File: src/rtl/descending_heap_sorter_core_assert.svh
// ----------------------------------------------------------------------------
// descending_heap_sorter_core assertion macros
// Clocked assertion wrappers, compiled out when NO_ASSERTIONS is defined.
// ----------------------------------------------------------------------------
`ifndef DESCENDING_HEAP_SORTER_CORE_ASSERT_SVH
`define DESCENDING_HEAP_SORTER_CORE_ASSERT_SVH

`ifndef NO_ASSERTIONS
// Check prop at every rising edge outside reset.
`define DHS_ASSERT_CLK(label, clk, rst, prop, msg) \
  label: assert property (@(posedge clk) disable iff (rst) (prop)) else $error(msg);
// Check cons in the cycle after ante.
`define DHS_ASSERT_NEXT(label, clk, rst, ante, cons, msg) \
  label: assert property (@(posedge clk) disable iff (rst) (ante) |=> (cons)) else $error(msg);
`else
`define DHS_ASSERT_CLK(label, clk, rst, prop, msg)
`define DHS_ASSERT_NEXT(label, clk, rst, ante, cons, msg)
`endif

`endif

File: src/rtl/dhs_pkg.sv
// ----------------------------------------------------------------------------
// dhs_pkg
// Shared constants and the signed compare of the descending heap sorter.
// ----------------------------------------------------------------------------
`default_nettype none

package dhs_pkg;

  localparam int DEF_MAX_ELEMENTS = 64;
  localparam int VALUE_W          = 32;

  typedef logic [VALUE_W-1:0] value_t;

  // Signed less-than on two's complement patterns.
  function automatic logic value_less(input value_t a, input value_t b);
    return $signed(a) < $signed(b);
  endfunction

endpackage

`default_nettype wire

File: src/rtl/descending_heap_sorter_core.sv
// ----------------------------------------------------------------------------
// descending_heap_sorter_core
// Collects a set of signed values, heap sorts them in RAM and streams them
// out largest first.
// ----------------------------------------------------------------------------
// Values arrive one beat per cycle while the block is idle and are written
// straight into a store of MAX_ELEMENTS entries. The beat flagged last
// closes the set: the block then stalls its input, builds a min-heap in
// the store and repeatedly moves the root behind the shrinking heap, which
// leaves the store in descending order. The single-ported read side of the
// store sets the pace: each sift level takes separate steps to read the
// left child, read the right child where there is one, and compare and
// write back; each sift ends with a step that places the sifted value, and
// each extraction fetches the root and the tail before sifting. Results
// leave one at a time, the next being read from the store only after the
// previous one has been taken. Beats beyond capacity are dropped and every
// result of that set carries overflowed. The input is stalled from the last
// beat until the final result has been taken, so the next set starts
// cleanly. No clearing pass is needed after reset.
// ----------------------------------------------------------------------------
`default_nettype none

`include "descending_heap_sorter_core_assert.svh"

module descending_heap_sorter_core
  import dhs_pkg::*;
#(
  parameter int MAX_ELEMENTS = DEF_MAX_ELEMENTS
) (
  input  wire logic               clk,
  input  wire logic               rst,
  // input channel
  input  wire logic               in_valid,
  output logic                    in_stall,
  input  wire logic [VALUE_W-1:0] value,
  input  wire logic               last,
  // output channel
  output logic                    out_valid,
  input  wire logic               out_stall,
  output logic      [VALUE_W-1:0] sorted_value,
  output logic                    final_res,
  output logic                    overflowed
);

  localparam int AW = (MAX_ELEMENTS > 1) ? $clog2(MAX_ELEMENTS) : 1;
  localparam int CW = $clog2(MAX_ELEMENTS + 1);
  localparam int IW = AW + 1;
  localparam logic [CW-1:0] MAX_CNT = CW'(MAX_ELEMENTS);

  // sequencer states
  localparam logic [3:0] ST_IDLE     = 4'd0;
  localparam logic [3:0] ST_BUILD    = 4'd1;
  localparam logic [3:0] ST_LOADNODE = 4'd2;
  localparam logic [3:0] ST_LEFT     = 4'd3;
  localparam logic [3:0] ST_RIGHT    = 4'd4;
  localparam logic [3:0] ST_CMP      = 4'd5;
  localparam logic [3:0] ST_PLACE    = 4'd6;
  localparam logic [3:0] ST_EXTRACT  = 4'd7;
  localparam logic [3:0] ST_EXROOT   = 4'd8;
  localparam logic [3:0] ST_EXLAST   = 4'd9;
  localparam logic [3:0] ST_OUTRD    = 4'd10;
  localparam logic [3:0] ST_OUTWT    = 4'd11;
  localparam logic [3:0] ST_OUTHOLD  = 4'd12;

  logic [3:0]    state;
  logic [CW-1:0] count;      // elements stored in this set
  logic          dropped;    // a beat was dropped in this set
  logic [CW-1:0] size;       // current heap size
  logic [CW-1:0] kcnt;       // build index, heap tail or output index
  logic [AW-1:0] node;       // hole being sifted down
  logic [IW-1:0] child;      // left child under inspection
  logic [AW-1:0] best_idx;
  value_t        best_val;
  value_t        node_val;   // value being sifted
  logic          moved;
  logic          extracting;

  // RAM port
  logic          ram_we;
  logic [AW-1:0] ram_waddr;
  value_t        ram_wdata;
  logic          ram_re;
  logic [AW-1:0] ram_raddr;
  value_t        ram_rdata;

  logic          in_beat;
  logic          out_beat;
  logic          room;
  logic [CW-1:0] count_next;
  logic [IW-1:0] left_idx;
  logic [IW-1:0] right_idx;
  logic          left_ok;
  logic          right_ok;
  logic          left_lt;
  logic          right_lt;
  logic [CW-1:0] kcnt_inc;
  logic [CW-1:0] kcnt_dec;

  assign in_stall = (state != ST_IDLE);
  assign in_beat  = in_valid && !in_stall;
  assign out_beat = out_valid && !out_stall;

  assign room       = (count != MAX_CNT);
  assign count_next = room ? count + CW'(1) : count;

  // left child of node is 2*node+1, right child one further on
  assign left_idx  = {node, 1'b1};
  assign right_idx = child + IW'(1);
  assign left_ok   = left_idx < IW'(size);
  assign right_ok  = right_idx < IW'(size);
  assign left_lt   = value_less(ram_rdata, node_val);
  assign right_lt  = value_less(ram_rdata, best_val);
  assign kcnt_inc  = kcnt + CW'(1);
  assign kcnt_dec  = kcnt - CW'(1);

  // RAM access per state
  always_comb begin
    ram_we    = 1'b0;
    ram_waddr = node;
    ram_wdata = node_val;
    ram_re    = 1'b0;
    ram_raddr = kcnt_dec[AW-1:0];
    case (state)
      ST_IDLE: begin
        ram_we    = in_beat && room;
        ram_waddr = count[AW-1:0];
        ram_wdata = value;
      end
      ST_BUILD: begin
        ram_re = (kcnt != '0);
      end
      ST_LEFT: begin
        ram_re    = left_ok;
        ram_raddr = left_idx[AW-1:0];
      end
      ST_RIGHT: begin
        if (right_ok) begin
          ram_re    = 1'b1;
          ram_raddr = right_idx[AW-1:0];
        end else begin
          ram_we    = left_lt;
          ram_wdata = ram_rdata;
        end
      end
      ST_CMP: begin
        if (right_lt) begin
          ram_we    = 1'b1;
          ram_wdata = ram_rdata;
        end else begin
          ram_we    = moved;
          ram_wdata = best_val;
        end
      end
      ST_PLACE: begin
        ram_we = 1'b1;
      end
      ST_EXTRACT: begin
        ram_re    = (kcnt > CW'(1));
        ram_raddr = '0;
      end
      ST_EXROOT: begin
        ram_re = 1'b1;
      end
      ST_EXLAST: begin
        // old root goes behind the heap
        ram_we    = 1'b1;
        ram_waddr = kcnt_dec[AW-1:0];
        ram_wdata = best_val;
      end
      ST_OUTRD: begin
        ram_re    = 1'b1;
        ram_raddr = kcnt[AW-1:0];
      end
      ST_OUTHOLD: begin
        ram_re    = out_beat && !final_res;
        ram_raddr = kcnt_inc[AW-1:0];
      end
      default: begin
        ram_we = 1'b0;
        ram_re = 1'b0;
      end
    endcase
  end

  // Sequencer
  always_ff @(posedge clk) begin
    if (rst) begin
      state     <= ST_IDLE;
      count     <= '0;
      dropped   <= 1'b0;
      out_valid <= 1'b0;
    end else begin
      case (state)
        ST_IDLE: begin
          if (in_beat) begin
            count <= count_next;
            if (!room) begin
              dropped <= 1'b1;
            end
            if (last) begin
              size       <= count_next;
              kcnt       <= count_next >> 1;
              extracting <= 1'b0;
              state      <= ST_BUILD;
            end
          end
        end
        ST_BUILD: begin
          // sift each inner node, last one first
          if (kcnt != '0) begin
            node  <= kcnt_dec[AW-1:0];
            kcnt  <= kcnt_dec;
            state <= ST_LOADNODE;
          end else begin
            extracting <= 1'b1;
            kcnt       <= size;
            state      <= ST_EXTRACT;
          end
        end
        ST_LOADNODE: begin
          node_val <= ram_rdata;
          state    <= ST_LEFT;
        end
        ST_LEFT: begin
          child <= left_idx;
          state <= left_ok ? ST_RIGHT : ST_PLACE;
        end
        ST_RIGHT: begin
          if (right_ok) begin
            // hold the smaller of node and left child
            best_val <= left_lt ? ram_rdata : node_val;
            best_idx <= left_lt ? child[AW-1:0] : node;
            moved    <= left_lt;
            state    <= ST_CMP;
          end else if (left_lt) begin
            node  <= child[AW-1:0];
            state <= ST_LEFT;
          end else begin
            state <= ST_PLACE;
          end
        end
        ST_CMP: begin
          if (right_lt) begin
            node  <= right_idx[AW-1:0];
            state <= ST_LEFT;
          end else if (moved) begin
            node  <= best_idx;
            state <= ST_LEFT;
          end else begin
            state <= ST_PLACE;
          end
        end
        ST_PLACE: begin
          state <= extracting ? ST_EXTRACT : ST_BUILD;
        end
        ST_EXTRACT: begin
          if (kcnt > CW'(1)) begin
            state <= ST_EXROOT;
          end else begin
            kcnt  <= '0;
            state <= ST_OUTRD;
          end
        end
        ST_EXROOT: begin
          best_val <= ram_rdata;
          state    <= ST_EXLAST;
        end
        ST_EXLAST: begin
          // tail value becomes the root to sift down a shorter heap
          node_val <= ram_rdata;
          node     <= '0;
          size     <= kcnt_dec;
          kcnt     <= kcnt_dec;
          state    <= ST_LEFT;
        end
        ST_OUTRD: begin
          state <= ST_OUTWT;
        end
        ST_OUTWT: begin
          out_valid    <= 1'b1;
          sorted_value <= ram_rdata;
          final_res    <= (kcnt_inc == count);
          overflowed   <= dropped;
          state        <= ST_OUTHOLD;
        end
        ST_OUTHOLD: begin
          if (out_beat) begin
            out_valid <= 1'b0;
            if (final_res) begin
              count   <= '0;
              dropped <= 1'b0;
              state   <= ST_IDLE;
            end else begin
              kcnt  <= kcnt_inc;
              state <= ST_OUTWT;
            end
          end
        end
        default: begin
          state <= ST_IDLE;
        end
      endcase
    end
  end

  dhs_ram #(
    .WIDTH (VALUE_W),
    .DEPTH (MAX_ELEMENTS)
  ) u_store (
    .clk     (clk),
    .wr_en   (ram_we),
    .wr_addr (ram_waddr),
    .wr_data (ram_wdata),
    .rd_en   (ram_re),
    .rd_addr (ram_raddr),
    .rd_data (ram_rdata)
  );

  `DHS_ASSERT_CLK(a_no_in_while_out, clk, rst, !(in_beat && out_valid), "input beat taken while a result waits")
  `DHS_ASSERT_CLK(a_count_range, clk, rst, count <= MAX_CNT, "element count beyond capacity")
  `DHS_ASSERT_NEXT(a_last_stalls, clk, rst, in_beat && last, in_stall && !out_valid, "last beat did not start the sort")
  `DHS_ASSERT_NEXT(a_final_idles, clk, rst, out_beat && final_res, !out_valid && !in_stall && (count == '0), "final beat did not end the set")

endmodule

`default_nettype wire

File: src/rtl/dhs_ram.sv
// ----------------------------------------------------------------------------
// dhs_ram
// Generic single-clock RAM: one write port, one read port, registered read.
// ----------------------------------------------------------------------------
`default_nettype none

module dhs_ram #(
  parameter int WIDTH = 32,
  parameter int DEPTH = 64
) (
  input  wire logic                                  clk,
  input  wire logic                                  wr_en,
  input  wire logic [((DEPTH > 1) ? $clog2(DEPTH) : 1)-1:0] wr_addr,
  input  wire logic [WIDTH-1:0]                      wr_data,
  input  wire logic                                  rd_en,
  input  wire logic [((DEPTH > 1) ? $clog2(DEPTH) : 1)-1:0] rd_addr,
  output logic      [WIDTH-1:0]                      rd_data
);

  logic [WIDTH-1:0] mem [DEPTH];

  always_ff @(posedge clk) begin
    if (wr_en) begin
      mem[wr_addr] <= wr_data;
    end
    if (rd_en) begin
      rd_data <= mem[rd_addr];
    end
  end

endmodule

`default_nettype wire
File: config.mk
export PLATFORM = sky130hd
export DESIGN_NAME = descending_heap_sorter_core
export DESIGN_NICKNAME = d
export VERILOG_FILES = /design/src/rtl/dhs_pkg.sv /design/src/rtl/descending_heap_sorter_core.sv /design/src/rtl/dhs_ram.sv
export VERILOG_INCLUDE_DIRS = /design/src /design/src/rtl
export SDC_FILE = /design/constraint.sdc
export NUM_CORES = 2
export LEC_CHECK = 0
export ABC_AREA = 1
export BUFFER_PORTS_ARGS = -buffer_cell sky130_fd_sc_hd__buf_2
export CAP_MARGIN = 20
export CORE_AREA = 2 2 541 543
export DETAILED_ROUTE_END_ITERATION = 12
export DIE_AREA = 0 0 543 545
export GPL_TIMING_DRIVEN = 0
export PLACE_DENSITY = 0.54
export SYNTH_ARGS = -nofsm -noshare
export SYNTH_HDL_FRONTEND = slang
export SYNTH_SLANG_ARGS = --single-unit
File: constraint.sdc
create_clock -name clk -period 9.8 [get_ports clk]
set_input_delay 1.47 -clock clk [delete_from_list [all_inputs] [get_ports clk]]
set_output_delay 1.47 -clock clk [all_outputs]
set_load 0.005 [all_outputs]
==> reports/qor.csv <==
metric;value;unit
met1_length;147000;µm
hp-start;count[6]$_SDFFE_PP0P_;
endpoint_kind;register;
rr_worst_depth;20;
synth-adder-area-share;0.992;%
hold_path.class;register to register;
ys_types;44;
ctsResizeCount;0;
postSynthNetCount;9363;
drtIter0Drc;8968;
ir_drop;0.000151;V
clk_pin_slew;70;ps
finalInstanceArea;0.117;mm²
synth_mux_area_share;0;%
r2r_slack;3390;ps
fin_crit_sh;65.4;%
vias_per_cell;5.25;
core;0.290;mm²
grt_max_degree;42;
place_inst;13300;
placed_area;0.110;mm²
avgSynthCellArea;10.9;µm²
die_h;545;µm
cp_max_fo;10;
synth-compound-area-share;1.86;%
finalHoldViolCount;0;
crit_arrival;7090;ps
initial_core_util;34.8;%
area_growth;16.1;%
nNetsFinal;9801;
slew_headroom;24.1;%
hold_end;count[6]$_SDFFE_PP0P_;
skew;89.6;ps
cp-start-kind;register;
wl_met3;31400;µm
wire_per_inst;25.9;µm
routabilityCongestion;1.00;
netlist_area;0.101;mm²
ant_nets;0;
die_w;543;µm
cts-htree-levels;4;
mostFrequentLayoutCell;nand3_1;
ioPinCount;73;
synth_top_family_by_area;simple AND/OR/NAND/NOR gates;
routed_wl;357000;µm
setup_viol;0;
track_usage;23.5;%
grt_overflow;0;
drv_slew;0;
layout_common_cells;nand3_1, edfxtp_1, nand2_1, inv_1, nand3b_1;
design_power_total;24.3;mW
status;finished clean;
cts_buffers;239;
vias;72300;
clock_sinks;2225;
cp.required;10490;ps
clock_latency;940;ps
ys_seq_area_share;66.1;%
layout-drive-gt1-share;10.9;%
ys_warn_count;0;
grt_pass1_vias;68500;
cts_tree;yes;
ys_ff_latch;2225;
hold_slack;472;ps
final_cells;13800;
max_slew.worst_pin.slew;1140;ps
setup_slack;3390;ps
cellPowerDensity;207;mW/mm²
io_buffers;71;
dp_hpwl;262000;µm
first_pass_iters;6;
critPathKind;register to register;
dieArea;0.296;mm²
postCtsSetupBuffers;0;
place_ws;3810;ps
min_period;6410;ps
p_leak;45.3;nW
r2r-start;child[1]$_DFFE_PP_;
yosys.area_share.xor_xnor;0.165;%
cts_root_buf;clkbuf_16;
rows;198;
max_cap_viol_count;0;
top_layer;met4;
r2r-end;u_store.rd_data[15]$_DFFE_PP_;
grt_pass1_wl;500000;µm
route.detailed.drc;0;
hold_path_depth;2;
grt_antenna_before_repair;25;
clk_path_buf_depth;4;
synthSimpleGateAreaFrac;23.1;%
cts_hold_buf;0;
route.met2.wl;162000;µm
rsz0062_at_grt;no;
timing.fmax;156;MHz
postSynthCellCount;9246;
==> synthesized netlist by cell type (all sizes together) <==
cell type	instances	area (µm²)
nand4	12	75.1
nor3	9	45.0
inv	1341	5030
buf	444	2210
o21a	6	45.0
a31oi	8	56.3
clkbuf	161	604
o2111ai	2	17.5
a211oi	9	67.6
o211ai	74	556
xor2	17	149
a21oi	84	424
o31ai	1	7.51
ha	80	1000
dfxtp	13	260
a21boi	1	7.51
o21bai	1	7.51
edfxtp	2212	66400
nand3b	752	5650
nor2	164	658
a221oi	35	307
nor4	4	25.0
nand2	1499	5660
nand3	2241	11200
xnor2	2	17.5
o21ai	68	352
o22ai	2	12.5
or2	1	6.26
o221ai	2	17.5
clkinv	1	3.75
==> metal layers <==
metal | vias to the layer above | GRT usage, %
li1 | 32900 | -
met1 | 35700 | 31.6
met2 | 3197 | 37.5
met3 | 550 | 4.14
met4 | 0 | 10.0
met5 | - | 0
==> through the flow <==
step | TNS, ps | utilization [%]
detailed placement | 0 | 37.7
CTS | 0 | 40.4
floorplan | 0 | -
global placement | -505440 | 36.6
finish | 0 | 40.4
global route | 0 | 40.4
==> where the power goes <==
group | leakage, nW | switching (mW) | internal, mW | total [mW]
Sequential | 20.1 | 0.0614 | 11.0 | 11.0
Combinational | 21.5 | 3.13 | 1.02 | 4.15
Clock | 3.75 | 3.87 | 5.25 | 9.13
Total | 45.3 | 7.07 | 17.2 | 24.3
==> critical path, cell delays in order, from the launching register on <==
cell,delay [ps]
edfxtp_1,470
ha_1,270
nand3_1,110
xor2_1,370
inv_1,90
ha_1,280
nand2_1,90
inv_1,50
a21oi_2,220
nand2_1,180
nand2_1,200
a21oi_1,100
nor2_2,630
buf_2,780
buf_2,390
nand3_1,120
nand3_1,110
nand3_1,160
nand3_1,550
nand3_1,540
nand2_1,400
==> cell type report <==
cell class / count / area (µm²)
diodes: 8 / 20.0
plain buffers: 605 / 2810
clock buffers: 293 / 6230
clock inverters: 143 / 1470
fillers: 27700 / 173000
inverters: 1342 / 5040
multi-input cells: 5074 / 27000
flip-flops and latches: 2225 / 66700
well taps: 3900 / 4880
repair buffers: 197 / 3050
==> state kept, by name, summed over array words and instances, names as in the netlist, 4 cells and up <==
signal           count
child                6
node_val            32
node                 6
sorted_value        32
u_store.mem       2048
size                 7
state                4
kcnt                 7
count                7
best_idx             6
u_store.rd_data     32
best_val            32
==> cells by family (layout without fill, tap and decap cells) <==
family          after synthesis  count (layout)
compound gates              293             293
buf+inv                    1947            2580
fa+ha+maj                    80              80
other cells                   0               8
simple gates               4682            4682
xor+xnor                     19              19
flops                      2225            2225
==> worst max path at each step <==
stage                             from                            end  slack [ps]  cells after the start
floorplan           child[1]$_DFFE_PP_   u_store.mem[0][10]$_DFFE_PP_        5220                     14
global placement    child[1]$_DFFE_PP_  u_store.mem[56][15]$_DFFE_PP_       -1600                     14
detailed placement  child[1]$_DFFE_PP_  u_store.rd_data[14]$_DFFE_PP_        3810                     20
CTS                 child[1]$_DFFE_PP_  u_store.rd_data[14]$_DFFE_PP_        3700                     20
global route        child[1]$_DFFE_PP_  u_store.rd_data[15]$_DFFE_PP_        3370                     20
finish              child[1]$_DFFE_PP_  u_store.rd_data[15]$_DFFE_PP_        3390                     20
Note: power is estimated with default switching activity, not from simulation.
